--- config.mk ---
export PLATFORM = sky130hd
export DESIGN_NAME = positional_byte_list_top
export DESIGN_NICKNAME = d
export VERILOG_FILES = /design/src/hdl/pbl_pkg.sv /design/src/hdl/pbl_in_stage.sv /design/src/hdl/pbl_core.sv /design/src/hdl/pbl_out_stage.sv /design/src/hdl/positional_byte_list_top.sv
export SDC_FILE = /design/constraint.sdc
export NUM_CORES = 1
export LEC_CHECK = 0
export ABC_AREA = 1
export ABC_CLOCK_PERIOD_IN_PS = 3950
export BUFFER_PORTS_ARGS = -buffer_cell sky130_fd_sc_hd__buf_2
export CAP_MARGIN = 20
export CORE_UTILIZATION = 42
export DETAILED_ROUTE_END_ITERATION = 16
export GPL_TIMING_DRIVEN = 1
export SKIP_LAST_GASP = 1
export SYNTH_ARGS = -nofsm -noshare
export SYNTH_HDL_FRONTEND = slang
export SYNTH_SLANG_ARGS = --single-unit
--- constraint.sdc ---
create_clock -name clk_i -period 3.95 [get_ports clk_i]
set_input_delay 0.1975 -clock clk_i [delete_from_list [all_inputs] [get_ports clk_i]]
set_output_delay 0.1975 -clock clk_i [all_outputs]
set_load 0.02 [all_outputs]
--- src/hdl/pbl_pkg.sv ---
package pbl_pkg;

  // Default number of slots in the list store.
  localparam int unsigned CapacityDefault = 32;

  // Field widths fixed by the interface.
  localparam int unsigned ActionWidth   = 3;
  localparam int unsigned PositionWidth = 6;
  localparam int unsigned ByteWidth     = 8;
  localparam int unsigned StatusWidth   = 2;
  localparam int unsigned CountWidth    = 6;

  // Action codes.
  localparam logic [ActionWidth-1:0] ACT_INS_END   = 3'd0;
  localparam logic [ActionWidth-1:0] ACT_INS_FRONT = 3'd1;
  localparam logic [ActionWidth-1:0] ACT_INS_AT    = 3'd2;
  localparam logic [ActionWidth-1:0] ACT_DEL_FRONT = 3'd3;
  localparam logic [ActionWidth-1:0] ACT_DEL_END   = 3'd4;
  localparam logic [ActionWidth-1:0] ACT_DEL_AT    = 3'd5;
  localparam logic [ActionWidth-1:0] ACT_READ_AT   = 3'd6;

  // Status codes.
  localparam logic [StatusWidth-1:0] ST_OK     = 2'd0;
  localparam logic [StatusWidth-1:0] ST_BADPOS = 2'd1;
  localparam logic [StatusWidth-1:0] ST_FULL   = 2'd2;
  localparam logic [StatusWidth-1:0] ST_EMPTY  = 2'd3;

  // One input word.
  typedef struct packed {
    logic [ActionWidth-1:0]   action;
    logic [PositionWidth-1:0] position;
    logic [ByteWidth-1:0]     value;
  } pbl_in_t;

  // One result word.
  typedef struct packed {
    logic [StatusWidth-1:0] status;
    logic [CountWidth-1:0]  count;
    logic [ByteWidth-1:0]   read_value;
  } pbl_out_t;

  // Content of the input register as seen by the list logic.
  typedef struct packed {
    logic    valid;
    pbl_in_t item;
  } pbl_stage_t;

endpackage

--- src/hdl/pbl_in_stage.sv ---
module pbl_in_stage (
  input  logic                clk_i,
  input  logic                rst_ni,
  input  logic                in_valid_i,
  output logic                in_ready_o,
  input  pbl_pkg::pbl_in_t    in_data_i,
  input  logic                advance_i,
  output pbl_pkg::pbl_stage_t stage_o
);

  logic             valid_q, valid_d;
  pbl_pkg::pbl_in_t item_q;

  // The register takes a new word when empty or when its word moves on.
  assign in_ready_o = !valid_q || advance_i;
  assign valid_d    = in_ready_o ? in_valid_i : valid_q;

  always_ff @(posedge clk_i or negedge rst_ni) begin
    if (!rst_ni) begin
      valid_q <= 1'b0;
    end else begin
      valid_q <= valid_d;
    end
  end

  // Payload carries no reset.
  always_ff @(posedge clk_i) begin
    if (in_valid_i && in_ready_o) begin
      item_q <= in_data_i;
    end
  end

  assign stage_o.valid = valid_q;
  assign stage_o.item  = item_q;

endmodule

--- src/hdl/pbl_core.sv ---
module pbl_core #(
  parameter int unsigned CAPACITY = pbl_pkg::CapacityDefault
) (
  input  logic              clk_i,
  input  logic              rst_ni,
  input  logic              advance_i,
  input  pbl_pkg::pbl_in_t  item_i,
  output pbl_pkg::pbl_out_t result_o
);

  localparam int unsigned LW = $clog2(CAPACITY + 1);
  localparam int unsigned IW = $clog2(CAPACITY);
  localparam int unsigned PW = pbl_pkg::PositionWidth;
  localparam int unsigned CW = ((LW > PW) ? LW : PW) + 1;

  logic [pbl_pkg::ByteWidth-1:0]   slots_q [CAPACITY];
  logic [pbl_pkg::ByteWidth-1:0]   slots_d [CAPACITY];
  logic [LW-1:0]                   len_q, len_d;
  logic [CW-1:0]                   len_w, pos_w, idx_w, len_next_w;
  logic                            do_ins, do_del;
  logic                            full, empty, pos_bad_ins, pos_bad_sel;
  logic [pbl_pkg::StatusWidth-1:0] status;
  logic [pbl_pkg::ByteWidth-1:0]   rd;

  // Compare length and position in one common width.
  assign len_w       = CW'(len_q);
  assign pos_w       = CW'(item_i.position);
  assign full        = (len_w == CW'(CAPACITY));
  assign empty       = (len_w == '0);
  assign pos_bad_ins = (pos_w == '0) || (pos_w > len_w + CW'(1));
  assign pos_bad_sel = (pos_w == '0) || (pos_w > len_w);

  // Action decode: pick the slot index of the change, the status and the read value.
  always_comb begin
    do_ins = 1'b0;
    do_del = 1'b0;
    idx_w  = '0;
    status = pbl_pkg::ST_OK;
    rd     = '0;
    unique case (item_i.action)
      pbl_pkg::ACT_INS_END: begin
        if (full) begin
          status = pbl_pkg::ST_FULL;
        end else begin
          do_ins = 1'b1;
          idx_w  = len_w;
        end
      end
      pbl_pkg::ACT_INS_FRONT: begin
        if (full) begin
          status = pbl_pkg::ST_FULL;
        end else begin
          do_ins = 1'b1;
        end
      end
      pbl_pkg::ACT_INS_AT: begin
        if (pos_bad_ins) begin
          status = pbl_pkg::ST_BADPOS;
        end else if (full) begin
          status = pbl_pkg::ST_FULL;
        end else begin
          do_ins = 1'b1;
          idx_w  = pos_w - CW'(1);
        end
      end
      pbl_pkg::ACT_DEL_FRONT: begin
        if (empty) begin
          status = pbl_pkg::ST_EMPTY;
        end else begin
          do_del = 1'b1;
        end
      end
      pbl_pkg::ACT_DEL_END: begin
        if (empty) begin
          status = pbl_pkg::ST_EMPTY;
        end else begin
          do_del = 1'b1;
          idx_w  = len_w - CW'(1);
        end
      end
      pbl_pkg::ACT_DEL_AT: begin
        if (empty) begin
          status = pbl_pkg::ST_EMPTY;
        end else if (pos_bad_sel) begin
          status = pbl_pkg::ST_BADPOS;
        end else begin
          do_del = 1'b1;
          idx_w  = pos_w - CW'(1);
        end
      end
      pbl_pkg::ACT_READ_AT: begin
        if (pos_bad_sel) begin
          status = pbl_pkg::ST_BADPOS;
        end else begin
          rd = slots_q[IW'(pos_w - CW'(1))];
        end
      end
      default: begin
        status = pbl_pkg::ST_BADPOS;
      end
    endcase
  end

  // Length after the action.
  always_comb begin
    if (do_ins) begin
      len_next_w = len_w + CW'(1);
    end else if (do_del) begin
      len_next_w = len_w - CW'(1);
    end else begin
      len_next_w = len_w;
    end
  end

  assign len_d = advance_i ? LW'(len_next_w) : len_q;

  always_ff @(posedge clk_i or negedge rst_ni) begin
    if (!rst_ni) begin
      len_q <= '0;
    end else begin
      len_q <= len_d;
    end
  end

  // Each slot moves by at most one place: up on insert, down on delete.
  for (genvar k = 0; k < CAPACITY; k++) begin : g_slot
    logic [pbl_pkg::ByteWidth-1:0] below, above;

    if (k > 0) begin : g_below
      assign below = slots_q[k-1];
    end else begin : g_no_below
      assign below = '0;
    end

    if (k < CAPACITY - 1) begin : g_above
      assign above = slots_q[k+1];
    end else begin : g_no_above
      assign above = slots_q[k];
    end

    always_comb begin
      slots_d[k] = slots_q[k];
      if (advance_i && do_ins) begin
        if (CW'(k) == idx_w) begin
          slots_d[k] = item_i.value;
        end else if (CW'(k) > idx_w) begin
          slots_d[k] = below;
        end
      end else if (advance_i && do_del && (CW'(k) >= idx_w)) begin
        slots_d[k] = above;
      end
    end

    always_ff @(posedge clk_i) begin
      slots_q[k] <= slots_d[k];
    end
  end

  assign result_o.status     = status;
  assign result_o.count      = len_next_w[pbl_pkg::CountWidth-1:0];
  assign result_o.read_value = rd;

  // The length never passes the store size.
  a_len_bound: assert property (@(posedge clk_i) disable iff (!rst_ni)
    CW'(len_q) <= CW'(CAPACITY))
    else $error("list length above capacity");

  // A successful insert grows the list by one.
  a_ins_grows: assert property (@(posedge clk_i) disable iff (!rst_ni)
    advance_i && do_ins |=> CW'(len_q) == CW'($past(len_q)) + CW'(1))
    else $error("insert did not grow the list");

  // A rejected action leaves the length alone.
  a_reject_holds: assert property (@(posedge clk_i) disable iff (!rst_ni)
    advance_i && (status != pbl_pkg::ST_OK) |=> len_q == $past(len_q))
    else $error("rejected action changed the length");

  // Insert and delete never happen together, and errors change nothing.
  a_one_change: assert property (@(posedge clk_i) disable iff (!rst_ni)
    !(do_ins && do_del) && !((do_ins || do_del) && (status != pbl_pkg::ST_OK)))
    else $error("conflicting list update");

endmodule

--- src/hdl/pbl_out_stage.sv ---
module pbl_out_stage (
  input  logic              clk_i,
  input  logic              rst_ni,
  input  logic              load_i,
  input  pbl_pkg::pbl_out_t result_i,
  output logic              can_load_o,
  output logic              out_valid_o,
  input  logic              out_ready_i,
  output pbl_pkg::pbl_out_t out_data_o
);

  logic              valid_q, valid_d;
  pbl_pkg::pbl_out_t data_q;

  // A new result may enter when the register is empty or being drained.
  assign can_load_o = !valid_q || out_ready_i;

  always_comb begin
    valid_d = valid_q;
    if (load_i) begin
      valid_d = 1'b1;
    end else if (out_ready_i) begin
      valid_d = 1'b0;
    end
  end

  always_ff @(posedge clk_i or negedge rst_ni) begin
    if (!rst_ni) begin
      valid_q <= 1'b0;
    end else begin
      valid_q <= valid_d;
    end
  end

  always_ff @(posedge clk_i) begin
    if (load_i) begin
      data_q <= result_i;
    end
  end

  assign out_valid_o = valid_q;
  assign out_data_o  = data_q;

endmodule

--- src/hdl/positional_byte_list_top.sv ---
// Path: a word is taken into the input register; its result is loaded into the output register when the word advances.
// Throughput: one word per cycle while the result register has room; the slot array updates every slot in parallel.
// Back-pressure on the result side stalls the input register and also holds the list state.
// Reset (rst_ni low, asynchronous): length cleared to zero, both registers emptied.
// Slot contents are not cleared by reset; only slots below the length are ever read.
module positional_byte_list_top #(
  parameter int unsigned CAPACITY = pbl_pkg::CapacityDefault
) (
  input  logic              clk_i,
  input  logic              rst_ni,
  input  logic              in_valid_i,
  output logic              in_ready_o,
  input  pbl_pkg::pbl_in_t  in_data_i,
  output logic              out_valid_o,
  input  logic              out_ready_i,
  output pbl_pkg::pbl_out_t out_data_o
);

  pbl_pkg::pbl_stage_t stage;
  pbl_pkg::pbl_out_t   result;
  logic                can_load;
  logic                advance;

  // A word leaves the input register when the result register has room.
  assign advance = stage.valid && can_load;

  pbl_in_stage u_in_stage (
    .clk_i      (clk_i),
    .rst_ni     (rst_ni),
    .in_valid_i (in_valid_i),
    .in_ready_o (in_ready_o),
    .in_data_i  (in_data_i),
    .advance_i  (advance),
    .stage_o    (stage)
  );

  pbl_core #(
    .CAPACITY (CAPACITY)
  ) u_core (
    .clk_i     (clk_i),
    .rst_ni    (rst_ni),
    .advance_i (advance),
    .item_i    (stage.item),
    .result_o  (result)
  );

  pbl_out_stage u_out_stage (
    .clk_i       (clk_i),
    .rst_ni      (rst_ni),
    .load_i      (advance),
    .result_i    (result),
    .can_load_o  (can_load),
    .out_valid_o (out_valid_o),
    .out_ready_i (out_ready_i),
    .out_data_o  (out_data_o)
  );

endmodule
# Yosys cells after proc, flatten, opt, wreduce, memory -nomap -nowiden

Memory sizes are Yosys's and may differ from the RTL's. A register that Yosys moved wholly into a read port is not among the register bits.
Index checks and enable logic that the tools add are counted.

Flip-flop bits (word level): 33
Memories: 1
Bits in writable memories: 256
Input port bits: 21

Reduce and logical (&&, ||, !) cells: 49
Eq/ne operators: 38
Add/sub/neg operators: 3
Bitwise logic cells: 1
Order comparisons: 65
Mux-type cells: 151

Memories:

| memory         | words | bits a word | rd ports | clocked after memory_dff | write ports | line           | text |
|---|---|---|---|---|---|---|---|
| u_core.slots_q | 32    | 8           | 33       | 1                        | 32          | pbl_core.sv:16 | `logic [pbl_pkg::ByteWidth-1:0] slots_q [CAPACITY];` |

Operators with widths:

| cell                | number |
|---|---|
| $mux 8              | 127 |
| $eq 5x7->1 const A  | 16 |
| $gt 5x7->1 const A  | 16 |
| $ge 5x7->1 const A  | 15 |
| $eq 4x7->1 const A  | 8 |
| $ge 4x7->1 const A  | 8 |
| $gt 4x7->1 const A  | 8 |
| $logic_and 1x1->1   | 35 |
| $mux 7              | 5 |
| $eq 3x7->1 const A  | 4 |
| $ge 3x7->1 const A  | 4 |
| $gt 3x7->1 const A  | 4 |
| $pmux 7 s4          | 1 |
| $logic_not 7->1     | 3 |
| $mux 6              | 3 |
| $eq 2x7->1 const A  | 2 |
| $ge 1x7->1 const A  | 2 |
| $ge 2x7->1 const A  | 2 |
| $gt 1x7->1 const A  | 2 |
| $gt 2x7->1 const A  | 2 |
| $sub 6x1->7 const B | 2 |
| $pmux 2 s5          | 1 |
| $eq 3x3->1 const B  | 3 |
| $mux 1              | 8 |
| other kinds (15)    | 26 |

# Logic depth before layout (Yosys ltp)

Depth after elaboration: 9
Mapped depth: 25
Gate-level depth less buffers: 23

# Hierarchy

A second synthesis with hierarchy kept.

Cell total of the unflattened synthesis: 2761
Area total of the unflattened synthesis: 20342.0 sq um

By module, submodules not included:

| module                   | times used | area an instance (sq um) | cells an instance | seq. area each (sq um) |
|---|---|---|---|---|
| pbl_core                 | 1          | 19246.0                  | 2714              | 7837.5 |
| pbl_in_stage             | 1          | 563.0                    | 24                | 535.5 |
| pbl_out_stage            | 1          | 525.5                    | 21                | 505.5 |
| positional_byte_list_top | 1          | 7.5                      | 2                 | 0.0 |

# Worst setup path after synthesis

No wires, ideal clock.

Path kind: register to register
Start point: register, netlist name u_in_stage.stage_o[8]
End point: memory u_core.slots_q[8][0] (netlist bit) (enable)
Setup time: 384 ps
Data arrival time: 3577 ps
Path slack: -11 ps
Clock period less this slack: 3961 ps
Cell stages (with the launch flop): 15
Path buffers: 3
Cell sequence: edfxtp_1 > inv_2 > clkbuf_1 > clkbuf_1 > clkbuf_1 > ha_1 > xnor2_1 > inv_1 > nand4_1 > o21bai_1 > nor2_4 > nand2_1 > nor2_4 > nand2_2 > o21ai_0

RTL lines:

| item          | line |
|---|---|
| end, declared | pbl_core.sv:16 |

==> results.py <==
metrics = {
    "clocking": {
        "path_clk_slew_ns": 0.06,
        "clock_tree.root_cell": "clkbuf_16",
        "clock_tree_from_tritoncts": "yes",
        "clk-insertion-delay-late_ns": 0.56,
        "cts_buffers": 38,
        "htreeDepth": 2,
        "cts-root-to-sink-buffers": 3,
        "clock-sinks": 297,
    },
    "min_path": {
        "min-delay-path-class": "primary input to asynchronous set/reset pin",
    },
    "outcome": {
        "result_of_the_run": "finished clean",
    },
    "yosys": {
        "synth_ff_type": "edfxtp_1",
        "synth_compound_gate_area_share_pct": 8.550,
        "post-synth-top-count-cell": "nand2_1",
        "muxShareOfSynthArea_pct": 0,
        "netlist-cell-type-count": 37,
        "ys.warnings.count": 0,
        "synth_area_per_cell_um2": 7.261,
        "yosysTopAreaCell": "edfxtp_1",
        "synth-simple-area-share_pct": 35.57,
        "synth_top_family_by_area": "simple AND/OR/NAND/NOR gates",
        "number_of_enable_type_register_cells_in_the_synthesized_netlist": 289,
        "synthesis.nets": 2789,
        "yosys_register_bits": 297,
        "syn_inst": 2751,
        "post_synth_most_frequent_cells": "nand2_1 (847), nand3_1 (594), inv_1 (296)",
        "synth.cell_area_um2": 19970,
        "synth_area_leaders": "edfxtp_1 (43%), nand2_1 (16%), nand3_1 (15%)",
        "share_of_the_synthesized_area_in_the_top_cell_type_pct": 43.45,
        "synth_sequential_area_ratio_pct": 44.45,
        "post_synth_fa_ha_maj_area_fraction_pct": 1.065,
        "async_reset_ff_share_pct": 2.694,
        "synth-xor-area-share_pct": 0.5137,
    },
    "route": {
        "total_detailed_routing_wirelength_mm": 69.82,
        "viasPerCell": 5.751,
        "count_of_routing_violations_after_the_opening_detailed_route_iteration": 2513,
        "avgRoutedWirePerCell_um": 20.46,
        "drt_first_pass_iters": 9,
        "final_antenna_net_count": 0,
        "post-route-drc-count": 0,
        "routed-via-count": 19620,
    },
    "cells_and_area": {
        "antenna_cells": 0,
        "register_area_um2": 8879,
        "layout.filler_cells": 4646,
        "finalNetCount": 2814,
        "area_growth_pct": 13.39,
        "layout-drive-gt1-share_pct": 10.16,
        "multi_input_gate_area_in_the_final_layout_um2": 9195,
    },
    "floorplanning": {
        "pin_count": 39,
        "fp.dieH_um": 220.1,
        "core.rowCount": 79,
        "core_region_area_um2": 46750,
        "starting_utilization_of_the_core_area_pct": 42.72,
        "dieArea_um2": 48430,
        "die_w_um": 220.1,
    },
    "power_and_ir_drop": {
        "internal_power_w": 0.008002,
        "p_clk_share_pct": 27.2,
        "power.total_w": 0.01329,
        "power.net_switching_w": 0.005292,
        "sw_frac_of_total_pct": 39.81,
        "power_frac_seq_pct": 35.8,
        "powerDensity_nw_per_um2": 586.9,
        "power_leakage_nw": 10.27,
        "pwr-share-comb_pct": 37.0,
        "ir_worst_vdd_mv": 0.3316,
    },
    "global_routing": {
        "globalRouteOverflowTotal": 0,
        "gr_usage_total_pct": 29.00,
        "largest_net_degree_at_the_start_of_global_routing": 82,
        "grt_first_pass_wirelength_mm": 108.0,
        "vias_in_the_first_global_route": 18730,
        "antenna_violations_before_repair": 0,
    },
    "setup_path": {
        "timing.critical_path.max_delay_family": "simple AND/OR/NAND/NOR gates",
        "arrival_ns": 4.16,
        "path_depth": 19,
        "reg2reg_setup_slack_ns": 0.21,
        "critPathBufInv": 1,
        "critical_path.slowest_cell": "nor2_2",
        "r2r.worst_path.cells": 19,
        "cp-start-kind": "flip-flop",
        "path_max_fanout": 9,
        "required_ns": 4.37,
        "cp_common_cell": "nand2_1",
        "worstSetupEndpointType": "flip-flop",
        "crit_chain": "buf_4 -> nand3_1 -> nor3_1 -> xor2_1 -> ha_1 -> nand2_1 -> nor2_1 -> nand3_1 -> nand2_1 -> nand2_2 -> nand4_1 -> nand2_1 -> nor2_4 -> nand2_2 -> nor2_2 -> nand2_2 -> nand2_1 -> nand3_1 -> nand2_1",
        "cp-startpoint": "u_core.len_q[0]",
        "r2r_start": "u_core.len_q[0]",
        "critical_path.max_stage_delay_ns": 0.46,
        "crit_type": "flip-flop to flip-flop",
    },
    "timing": {
        "clock_skew_ns": 0.01881,
        "fin_crit_ns": 3.735,
        "finalSetupViolCount": 0,
        "grt_setup_unrepaired": "true",
        "post-route-worst-setup-slack_ns": 0.2150,
        "final_min_period_over_clock_period_pct": 94.56,
        "fmax_mhz": 267.7,
        "slew_headroom_pct": 21.68,
        "worst_pin_slew_ns": 1.174,
        "pins_over_slew_limit": 0,
        "final.hold.worst_slack_ns": 0.06135,
        "final-hold-violation-count": 0,
    },
    "flow_run": {
        "drv.max_cap_violation_count": 0,
    },
    "place": {
        "port_buffer_count": 38,
        "hpwl_after_detailed_placement_mm": 47.43,
        "gp_congestion": 0.9171,
        "dpl_worst_slack_ns": 0.1112,
    },
}
[state kept, by name, indices dropped and copies added, names as in the netlist]
name,flops
u_out_stage.out_valid_o,1
u_core.len_q,6
u_core.slots_q,256
u_in_stage.stage_o,17
u_in_stage.valid_q,1
u_out_stage.out_data_o,16
[timing repair]
action / CTS / global route
setup endpoints to repair: 0 / 189
hold buffers: 21 / 0
endpoints found under the hold margin: 27 / 0
setup buffers: 0 / 4
gates resized for setup: 0 / 17
[logic make-up (layout without fill, tap and decap cells)]
| group | count (synthesis) | in the layout |
|---|---|---|
| DFF | 297 | 297 |
| xor gates and xnor gates | 10 | 10 |
| adders and majority gates | 17 | 17 |
| buffers and inverters | 488 | 542 |
| AOI/OAI and AO/OA | 328 | 328 |
| and+or+nand+nor | 1611 | 1611 |
[metal layers]
layer	up-vias	GRT usage, %	part of all wire [%]
met5	-	0	0
met4	0	9.609	2.9
met3	143	4.500	8.6
met2	997	46.76	46
met1	9281	39.60	42
li1	9203	-	-
[through the flow]
stage | cell area (um2) | setup TNS, ns | std cells | utilization, %
after floorplan | 19970 | 0 | 2751 | -
after global placement | 21070 | 0 | 3318 | 45.06
after CTS | 22550 | 0 | 3408 | 48.23
after detailed placement | 21070 | 0 | 3318 | 45.06
after global routing | 22650 | -0.03290 | 3412 | 48.44
final | 22650 | 0 | 3412 | 48.44
[final timing paths]
| check | endpoint |
|---|---|
| min in group clk_i | u_in_stage.stage_o[12] |
| max in group asynchronous | u_in_stage.valid_q |
| setup reg to reg | u_core.slots_q[25][7] |
| setup / recovery | u_core.slots_q[25][7] |
| hold / removal | u_core.len_q[4] |
| hold reg to reg | u_out_stage.out_valid_o |
[power by group through the flow]
stage               Combinational, W  Clock, W  Sequential, W
floorplan                    0.00314         0        0.00469
global placement             0.00471         0        0.00479
detailed placement           0.00476         0        0.00480
CTS                          0.00479   0.00366        0.00474
global route                 0.00537   0.00376        0.00481
finish                       0.00492   0.00362        0.00476
[area by class of cell]
type                    count  area share, %
clock inverters            16         0.7513
multi-input cells        1966          40.60
clock buffers              53          4.861
flip-flops and latches    297          39.20
repair buffers            165          6.088
inverters                 308          5.149
well taps                 607          3.353
[placed cells by master (no fill, tap or decap), types with 26 or more instances in the layout]
| cell type | count |
|---|---|
| nand2_2 | 31 |
| a21oi_1 | 138 |
| clkbuf_16 | 41 |
| nand3_1 | 593 |
| nand2_1 | 842 |
| buf_2 | 38 |
| nor2_1 | 73 |
| buf_4 | 90 |
| o21ai_0 | 150 |
| inv_1 | 292 |
| edfxtp_1 | 289 |
| nand4_1 | 26 |
Power figures use the tool's default switching activity.
